### src/rtl/zpconv_pkg.sv
`default_nettype none
// ----------------------------------------------------------------------------
// zpconv_pkg
// Shared types and constants of the zero-padded 2D convolution block.
// ----------------------------------------------------------------------------
package zpconv_pkg;

    localparam int DEF_MAX_WIDTH  = 256;
    localparam int DEF_MAX_HEIGHT = 256;
    localparam int DEF_MAX_KERNEL = 7;

    // Request kinds.
    localparam logic [1:0] KIND_COEF  = 2'd0;
    localparam logic [1:0] KIND_PIXEL = 2'd1;
    localparam logic [1:0] KIND_QUERY = 2'd2;

    // Configuration register indexes.
    localparam logic [1:0] REG_IMAGE_WIDTH  = 2'd0;
    localparam logic [1:0] REG_IMAGE_HEIGHT = 2'd1;
    localparam logic [1:0] REG_KERNEL_ROWS  = 2'd2;
    localparam logic [1:0] REG_KERNEL_COLS  = 2'd3;

    localparam int CFG_DATA_W = 9;

    typedef struct packed {
        logic [1:0]         kind;
        logic [7:0]         row;
        logic [7:0]         col;
        logic signed [15:0] value;
    } item_t;

    typedef struct packed {
        logic signed [23:0] sum_value;
        logic               saturated;
    } result_t;

    // Control that travels with one kernel tap through the MAC pipeline.
    typedef struct packed {
        logic valid;
        logic first;
        logic last;
        logic in_frame;
    } tap_ctrl_t;

endpackage
`default_nettype wire

### src/rtl/zpconv_mac.sv
`default_nettype none
// ----------------------------------------------------------------------------
// zpconv_mac
// Multiply-accumulate over the taps of one query, then round half up to
// Q10.14 and saturate to 24 bits.
// ----------------------------------------------------------------------------
module zpconv_mac
    import zpconv_pkg::*;
#(
    parameter int MAX_KERNEL = DEF_MAX_KERNEL
)
(
    input  wire logic               clk,
    input  wire logic               rst_n,
    input  wire tap_ctrl_t          tap,
    input  wire logic signed [15:0] pix,
    input  wire logic signed [15:0] coef,
    output      result_t            result,
    output      logic               done
);

    localparam int ACC_W = 32 + $clog2(MAX_KERNEL * MAX_KERNEL);
    localparam int SH_W  = ACC_W - 14;
    localparam int CMP_W = (SH_W > 25) ? SH_W : 25;
    localparam logic signed [CMP_W-1:0] SUM_MAX = CMP_W'(8388607);
    localparam logic signed [CMP_W-1:0] SUM_MIN = CMP_W'(-8388608);

    logic signed [31:0]      prod_reg, prod_next;
    tap_ctrl_t               prod_ctl_reg;
    logic signed [ACC_W-1:0] acc_reg, acc_next;
    logic                    fin_reg;
    result_t                 result_reg, result_next;
    logic                    done_reg;

    logic signed [ACC_W-1:0] rnd;
    logic signed [SH_W-1:0]  shifted;
    logic signed [CMP_W-1:0] ext;

    always_comb
    begin
        prod_next = '0;
        if (tap.in_frame)
        begin
            prod_next = pix * coef;
        end
        acc_next  = (prod_ctl_reg.first ? '0 : acc_reg) + ACC_W'(prod_reg);
    end

    // Arithmetic shift gives floor((acc + 2^13) / 2^14) for either sign.
    always_comb
    begin
        rnd     = acc_reg + ACC_W'(8192);
        shifted = SH_W'(rnd >>> 14);
        ext     = CMP_W'(shifted);
        if (ext > SUM_MAX)
        begin
            result_next.sum_value = SUM_MAX[23:0];
            result_next.saturated = 1'b1;
        end
        else if (ext < SUM_MIN)
        begin
            result_next.sum_value = SUM_MIN[23:0];
            result_next.saturated = 1'b1;
        end
        else
        begin
            result_next.sum_value = ext[23:0];
            result_next.saturated = 1'b0;
        end
    end

    always_ff @(posedge clk or negedge rst_n)
    begin
        if (!rst_n)
        begin
            prod_ctl_reg <= '0;
            fin_reg      <= 1'b0;
            done_reg     <= 1'b0;
        end
        else
        begin
            prod_ctl_reg <= tap;
            fin_reg      <= prod_ctl_reg.valid && prod_ctl_reg.last;
            done_reg     <= fin_reg;
        end
    end

    always_ff @(posedge clk)
    begin
        prod_reg <= prod_next;
        if (prod_ctl_reg.valid)
        begin
            acc_reg <= acc_next;
        end
        if (fin_reg)
        begin
            result_reg <= result_next;
        end
    end

    assign result = result_reg;
    assign done   = done_reg;

endmodule
`default_nettype wire

### config.mk
export PLATFORM = sky130hd
export DESIGN_NAME = zpconv_mac
export DESIGN_NICKNAME = d
export VERILOG_FILES = /design/src/rtl/zpconv_pkg.sv /design/src/rtl/zpconv_mac.sv
export SDC_FILE = /design/constraint.sdc
export NUM_CORES = 1
export LEC_CHECK = 0
export BUFFER_PORTS_ARGS = -buffer_cell sky130_fd_sc_hd__buf_4
export CORE_MARGIN = 2
export CORE_UTILIZATION = 65
export DETAILED_ROUTE_END_ITERATION = 6
export PLACE_DENSITY_LB_ADDON = 0.05
export SETUP_SLACK_MARGIN = 0.3
export SYNTH_ARGS = -nofsm -noshare
export SYNTH_HDL_FRONTEND = slang
export SYNTH_SLANG_ARGS = --single-unit
### constraint.sdc
create_clock -name clk -period 3.7 [get_ports clk]
set_input_delay 0.37 -clock clk [delete_from_list [all_inputs] [get_ports clk]]
set_output_delay 0.37 -clock clk [all_outputs]
set_load 0.02 [all_outputs]
==> impl.org, run 1 <==
** Synth
- A synthesized cell averages slightly above 9 um2.
- Summed over all instances, the cell type with the most area after synthesis is sky130_fd_sc_hd__fa_1.
- The mapped netlist covers between 15000 and 20000 um2.
- The synthesized design contains 100 register bits.
- The most used flip-flop cell after synthesis is sky130_fd_sc_hd__edfxtp_1.
- In this run, synthesis inferred 63 flip-flops with an integrated enable.
- Fraction of synthesized cell area taken by the top area cell type :: 0.339
- Sequential element share of the synthesized area :: 0.171
- Synthesis instantiated just over 60 different standard cells from the library.
- Cell count after synthesis :: about 1700
- By area the synthesized netlist is led by sky130_fd_sc_hd__fa_1, sky130_fd_sc_hd__edfxtp_1, sky130_fd_sc_hd__ha_1.
- Counting flops with an async set or reset pin after synthesis yields a share of 0.0500.
- During synthesis, Yosys emitted a total of 0 warnings.
- Counting every net in the synthesized netlist gives 2083.

** Global routing
- For met3 alone, demand over resource in global routing was 0.0351.
- GRT Max-Usage Layer :: met2
- First-pass GRT wire length :: about 60000 um
- The number of global-route vias before repair was between 10000 and 15000.
- Met1 track demand over resource :: 0.416
- Initial antenna violation count :: 0
- Global routing met2 resource utilization :: 0.523
- For this run the aggregate overflow at the end of global routing stands at 0.
- For this run, the total global-route usage over all layers was measured as 0.305.
- Pin count of the biggest net entering global routing :: 40

** Layout
- Diode insertion count for antenna repair :: 0
- Non-Filler Cell Area, Final :: between 15000 and 20000 um2
- The register with the most flip-flops in the layout has 38 of them.
- From synthesis to final layout, the design area changed by 25.1%.
- The layout has 1368 filler cells.
- Of the cells placed in the final design, the portion with a size suffix greater than 1 is 0.255.
- For this run, the number of standard cells in the final layout without fillers is approximately 2200.
- Number of nets in the final layout :: ~2300

** Clocking
- The tree is rooted in a sky130_fd_sc_hd__clkbuf_16.
- Clock tree synthesis found a total of 100 sinks.
- TritonCTS created 9 clock buffers.
- TritonCTS built the clock tree.
- H-tree depth :: 3
- Clock buffer depth :: 2
- After clock tree synthesis, the clock-pin slew on the worst setup and hold paths is roughly 0.07 ns.
- Source-to-sink clock delay at the later pin of the worst-skew pair :: ~0.35 ns

** Floorplanning
- From left edge to right edge, the die measures roughly 160 um.
- Number of I/O pins :: 64
- From bottom edge to top edge, the die measures ~160 um.
- The floorplan has 56 rows.
- For this configuration, the core starts out at a cell density of 0.662.
- The floorplan step defined a core boundary enclosing around 23000 um2.
- The floorplan step defined a die boundary enclosing between 20000 and 30000 um2.

** Critical path
- Req. time, crit path :: ~4.0 ns
- Cell at the slowest stage of the critical path :: sky130_fd_sc_hd__fa_1
- Element type at the critical path end :: flip-flop
- Most used cell along the critical path :: sky130_fd_sc_hd__fa_1
- Grouping stages by cell kind, the critical path spends the most delay in adder cells.
- In this run the worst path has a maximum fanout of 4.
- Type of element launching the critical path :: input port
- On the worst path, the slowest cell contributes a delay of 0.54 ns.
- Startpoint of the most critical register-to-register path :: prod_ctl_reg[2]
- Arrival time of data at the critical path endpoint :: 5.75 ns
- CP Cell Sequence :: clkbuf_16, and2_4, fa_1, inv_1, fa_1, fa_1, inv_2, fa_1, fa_1, inv_1, fa_1, inv_2, ha_4, a211o_1, a211oi_4, nor3_4, a31oi_4, a311oi_4, a311oi_2, mux2i_1
- In this run the worst setup path begins at coef[5].
- By startpoint and endpoint, the worst setup path is classified as in -> reg.
- The critical path contains buffers and inverters numbering 5 combined.

** Placement
- Dpl cells :: between 2000 and 2500
- The congestion estimate from routability-driven global placement came to 0.919.
- Worst setup slack before clock tree synthesis :: -2.22 ns
- Placed wire-length estimate after detailed placement :: 30000 um
- The count of buffers added on input and output ports is 63.
- Dpl cell area :: about 18000 um2

** Timing
- Timing would allow up to roughly 0.18 GHz.
- Transition time of the tightest slew-check pin :: ~0.9 ns
- Period Utilization, post-route :: 1.48
- Min Clock Period, post-route :: between 5 and 6 ns
- The final count of hold timing violations is 0.
- Setup repair after global routing could not meet its margin everywhere.
- Final worst setup slack :: -1.77 ns
- Setup violations remaining at the end of the flow were counted as 26.
- Clock tree skew after final layout :: about 0.0065 ns
- In this run the tightest slew margin relative to its limit is 0.382.
- Total count of max-transition violations in the final report :: 0

** Drt
- Number of routed nets with antenna violations :: 0
- In the final routed layout, each cell accounts on average for ~17 um.
- For this block, the routed nets add up to 37900 um of wire.
- Total iterations of the first detailed-routing run :: 4
- Number of remaining DRC errors :: 0
- The final route contains between 10000 and 15000 vias.
- Initial detailed-routing violation count :: a little under 600
- Using the TritonRoute via totals, the vias-per-cell ratio works out to approximately 5.4.

** Min path
- In this run the worst hold path is classified as in -> reg.
- Hold Path Origin :: tap[3]

** Outcome
- Violated checks :: negative setup slack
- Result of the run :: finished, violations left

** Flow run
- Number of max-cap violations :: 0
Yosys cell counts (all sizes together), types with 3 or more instances:
cell type / count
o21bai: 10
and3: 13
a31oi: 9
dfxtp: 32
xnor2: 56
a21oi: 55
o211ai: 7
o31ai: 4
nor2b: 39
buf: 3
nor2: 66
nor3: 19
nand2: 153
inv: 344
mux2i: 3
ha: 120
a311oi: 4
o31a: 4
nand3: 25
clkbuf: 48
edfxtp: 63
fa: 263
nand2b: 13
xor2: 25
o21ai: 24
nor4: 4
and2: 152
a211oi: 8
nand4: 14
dfrtp: 5
nand3b: 4
o21a: 7
a21o: 36
cells by family after synthesis:
group / count (synthesis) / share of synthesized area
buffers and inverters: 395 / 0.0954
AND/OR/NAND/NOR: 508 / 0.167
other: 1 / 0.000241
adder cells (fa/ha/maj): 383 / 0.435
XOR/XNOR: 81 / 0.0456
flip-flops: 100 / 0.171
AO/OA/AOI/OAI: 191 / 0.0835
multiplexers: 3 / 0.00193
area by class of cell:
| class | instances | area (um2) | area share |
|---|---|---|---|
| Clock buffer | 9 | 225 | 0.0116 |
| Clock inverter | 7 | 83.8 | 0.00431 |
| Inverter | 344 | 1290 | 0.0666 |
| Multi-Input combinational cell | 1167 | 12300 | 0.631 |
| Sequential cell | 100 | 2660 | 0.137 |
| Tap cell | 319 | 399 | 0.0205 |
| Timing Repair Buffer | 275 | 2510 | 0.129 |
| Timing Repair inverter | 1 | 7.51 | 0.000386 |
worst reg2reg max path, delay by kind of cell (launching register included):
kind                     cells  cell delay [ns]
adder cells (fa/ha/maj)      1             0.28
AND/OR/NAND/NOR              4             0.59
buffers and inverters        2             0.35
AO/OA/AOI/OAI                5             1.38
flip-flops                   1             0.43
worst paths after layout:
path,endpoint,slack [ns],cells after the start
worst max register to register,acc_reg[29],0.42,12
worst min-delay path,prod_ctl_reg[3],0.13,1
worst min register to register,fin_reg,0.47,1
max in group asynchronous,prod_ctl_reg[2],3.22,2
worst max-delay path,prod_reg[30],-1.77,20
min in group asynchronous,done,0.36,2
routing by layer:
| layer | share of wire | wire length (um) | vias up |
|---|---|---|---|
| met1 | 0.44 | 16500 | 5989 |
| met3 | 0.050 | 1900 | 79 |
| met2 | 0.49 | 18700 | 374 |
| met5 | 0 | 0 | - |
| li1 | - | - | 5662 |
| met4 | 0.021 | 784 | 0 |
what timing repair did:
action	CTS	global route
hold endpoints to repair	5	0
cloned	2	3
gates resized for setup	111	89
setup endpoints to repair	28	33
hold buffers	1	0
setup buffers	16	11
pin swaps	81	55
placed cells by master (no fill, tap or decap), types with 25 or more instances in the layout:
cell and instances:
sky130_fd_sc_hd__buf_6 51, sky130_fd_sc_hd__inv_2 43, sky130_fd_sc_hd__edfxtp_1 63, sky130_fd_sc_hd__inv_1 300
sky130_fd_sc_hd__dfxtp_1 32, sky130_fd_sc_hd__xor2_1 25, sky130_fd_sc_hd__nor2_1 59, sky130_fd_sc_hd__nand3_1 25
sky130_fd_sc_hd__buf_4 202, sky130_fd_sc_hd__fa_1 242, sky130_fd_sc_hd__and2_4 25, sky130_fd_sc_hd__ha_1 92
sky130_fd_sc_hd__and2_1 127, sky130_fd_sc_hd__xnor2_1 54, sky130_fd_sc_hd__nor2b_1 36, sky130_fd_sc_hd__a21oi_1 42
sky130_fd_sc_hd__ha_4 26, sky130_fd_sc_hd__a21o_1 34, sky130_fd_sc_hd__nand2_1 140
per-stage QoR:
| step | hold slack (ns) | TNS, ns | util |
|---|---|---|---|
| 2_1_floorplan | 0.0744 | -32.32 | - |
| 6_report | 0.131 | -32.46 | 0.828 |
| 4_1_cts | 0.124 | -31.48 | 0.807 |
| 3_3_place_gp | 0.174 | -41.47 | 0.770 |
| 3_5_place_dp | 0.176 | -43.26 | 0.770 |
| 5_1_grt | 0.122 | -35.95 | 0.828 |
Power of run 1 is not shown: default switching activity piles up to over one toggle a cycle in this logic, so the estimate is an artifact.
==> inputs of run 2 (changes only) <==
--- a/config.mk
+++ b/config.mk
@@ -8,7 +8,9 @@
 export BUFFER_PORTS_ARGS = -buffer_cell sky130_fd_sc_hd__buf_4
 export CORE_MARGIN = 2
 export CORE_UTILIZATION = 65
+export CTS_CLUSTER_DIAMETER = 60
 export DETAILED_ROUTE_END_ITERATION = 6
+export GPL_TIMING_DRIVEN = 0
 export PLACE_DENSITY_LB_ADDON = 0.05
 export SETUP_SLACK_MARGIN = 0.3
 export SYNTH_ARGS = -nofsm -noshare
==> impl.org, run 2 (synthesis gave the netlist of run 1 again) <==
** Layout
- Non-Filler Cell Area, Final :: 19000 um2 (-2.4%)
- Leaving out fill and tap cells, the most frequent cell in the layout is sky130_fd_sc_hd__inv_1.
- Number of flip-flops in the largest register :: 38 (unchanged)
- The share of cells above drive strength 1 is 0.213 (-0.0420).
- Synthesis-to-layout area growth :: 22.0%
- Number of nets in the final layout :: 2239 (-3.4%)
- Leaving out fill and tap cells, the most frequent cells in the layout are sky130_fd_sc_hd__inv_1, sky130_fd_sc_hd__fa_1, sky130_fd_sc_hd__nand2_1.
- The non-filler instance count after layout is 2143 (-3.6%).

** Critical path
- STA classifies the critical path startpoint as an input port.
- Crit path buf inv count :: 10 (+5)
- Cell at the slowest stage of the critical path :: sky130_fd_sc_hd__fa_1
- The biggest cell delay along the critical path is 0.54 ns (about the same).
- Biggest fanout along the worst timing path :: 8 (+4)
- Element type at the critical path end :: flip-flop
- Arrival time of data at the critical path endpoint :: 5.79 ns (+0.04 ns)
- Req. time, crit path :: 3.94 ns (-0.04 ns)
- Gate family responsible for the most delay along the worst path :: adder cells
- The critical path in this run is classified as in -> reg.

** Placement
- Global placer's final weighted congestion :: 0.946 (+2.9%)
- The post-placement cell area came to 17100 um2 (-5.5%).
- The cell total after placement was 2044 (-5.9%).
- Placed wire-length estimate after detailed placement :: 29400 um (-2.0%)
- The worst-case setup slack after placement was -2.47 ns (-0.251 ns).
- The number of port buffers is 63 (unchanged).

** Outcome
- The flow ran to the end, but the final reports show violations.
- Violated checks :: negative setup slack

** Drt
- The wire length reported by the detailed router came to 37800 um (-0.36%).
- The average wire length per cell after detail routing came to 17.6 um (+3.3%).
- The number of nets still failing antenna checks after routing was 0 (unchanged).
- Initial detailed-routing violation count :: 806 (+37%)
- Total iterations of the first detailed-routing run :: 5 (+1)
- Number of remaining DRC errors :: 0 (unchanged)
- The vias after detailed routing came to 11800 (-2.9%).
- The detail-routed via count per cell came to 5.48 (+0.68%).

** Global routing
- The sum of overflow across all layers after global routing is 0 (unchanged).
- The total routing usage reported by global routing was 0.310 (+0.00509).
- The number of antenna violations at the first check in global routing is 0 (unchanged).
- The number of global-route vias before repair is 12000 (-4.4%).
- First-pass GRT wire length :: 60100 um (-0.13%)
- The largest net degree at the start of global routing is 40 (unchanged).

** Clocking
- Clock edge transition at the registers on the reported setup and hold paths :: 0.07 ns (about the same)
- The maximum buffer depth of the clock tree was 2 (unchanged).
- Root buf cell :: sky130_fd_sc_hd__clkbuf_16
- H-tree depth :: 3 (unchanged)
- TritonCTS built the clock tree.
- The CTS sink count was 100 (unchanged).
- TritonCTS Buffers :: 9 (unchanged)
- The source-to-sink clock delay at the later pin of the worst-skew pair came to 0.34 ns (about the same).

** Timing
- The final critical-path setup slack came to -1.85 ns (-0.0804 ns).
- Transition time of the tightest slew-check pin :: 0.910 ns (-0.0177 ns)
- The post-route minimum period was 5.55 ns (+0.0804 ns).
- The final count of hold timing violations came to 0 (unchanged).
- Relative max-transition margin :: 0.394 (+0.0118)
- Peak clock frequency supported by timing :: 0.180 GHz (-1.4%)
- Clock tree skew after final layout :: 0.00749 ns (+0.000949 ns)
- Number of setup violations in the final report :: 25 (-3.8%)
- Setup repair after global routing missed its margin :: yes
- Total count of max-transition violations in the final report :: 0 (unchanged)
- The share of the clock period used by the worst path is 1.50 (+0.0217).

** Floorplanning
- Number of rows in the core area :: 56 (unchanged)
- The effective utilization at floorplan is 0.662 (unchanged).
- Overall die height :: 159 um (unchanged)
- The area of the core came to 23500 um2 (unchanged).
- The die area is 25200 um2 (unchanged).
- The chip width came to 159 um (unchanged).
- The I/O pin total is 64 (unchanged).

** Flow run
- Number of max-cap violations :: 0 (unchanged)

** Min path
- Worst hold-check path type :: in -> reg
==> run 2: cell count changes in the layout (fill, tap and decap cells not counted), moves of 5 or more <==
cell,before,now
sky130_fd_sc_hd__buf_12,11,5
sky130_fd_sc_hd__clkbuf_16,12,27
sky130_fd_sc_hd__clkbuf_2,0,7
sky130_fd_sc_hd__inv_2,43,31
sky130_fd_sc_hd__buf_4,202,106
sky130_fd_sc_hd__clkbuf_8,0,7
sky130_fd_sc_hd__buf_8,6,11
sky130_fd_sc_hd__clkbuf_1,0,8
sky130_fd_sc_hd__buf_6,51,29
sky130_fd_sc_hd__inv_1,300,310
sky130_fd_sc_hd__nand2_2,12,7
==> run 2: metal layers <==
layer	up-vias	wire length [um]	global-route usage	part of all wire
li1	5512	-	-	-
met1	5710	15800	0.420	0.42
met2	444	18200	0.524	0.48
met3	87	2520	0.0305	0.067
met4	0	1270	0.108	0.034
met5	-	0	0	0
==> run 2: final timing paths <==
| check | cells past startpoint | slack (ns) | endpoint | from |
|---|---|---|---|---|
| worst max-delay path | 26 | -1.85 | prod_reg[22] | pix[6] |
| worst min-delay path | 1 | 0.14 | prod_ctl_reg[1] | tap[1] |
| worst max register to register | 12 | 0.43 | acc_reg[29] | prod_ctl_reg[2] |
| worst min register to register | 1 | 0.47 | fin_reg | prod_ctl_reg[1] |
| max in group asynchronous | 2 | 3.21 | prod_ctl_reg[3] | rst_n |
| min in group asynchronous | 2 | 0.37 | fin_reg | rst_n |
==> run 2: final cells by class <==
cell class / instances / area [um2]
Buffer: 51 / 704
Clock inverter: 5 / 33.8
Fill cell: 1440 / 4500
Inverter: 344 / 1300
Tap cell: 319 / 399
Sequential cell: 100 / 2660
Timing Repair Buffer: 145 / 1310
Clock buffer: 11 / 254
Multi-Input combinational cell: 1167 / 12300
Antenna cell: 1 / 2.50
==> run 2: timing repair <==
action	in CTS	in global routing
gates cloned	4	0
resized for setup	148	88
pin swaps	85	59
hold endpoints to repair	5	0
setup buffers	41	36
endpoints found under the setup margin	52	35
hold buffers	1	0
==> run 2: through the flow <==
stage | TNS, ns | utilization | hold slack [ns]
2_1_floorplan | -32.32 | - | 0.0744
3_3_place_gp | -49.29 | 0.728 | 0.176
3_5_place_dp | -50.90 | 0.728 | 0.174
4_1_cts | -34.29 | 0.786 | 0.130
5_1_grt | -39.96 | 0.808 | 0.128
6_report | -37.07 | 0.808 | 0.138
Power of run 2 is left out for the same reason.
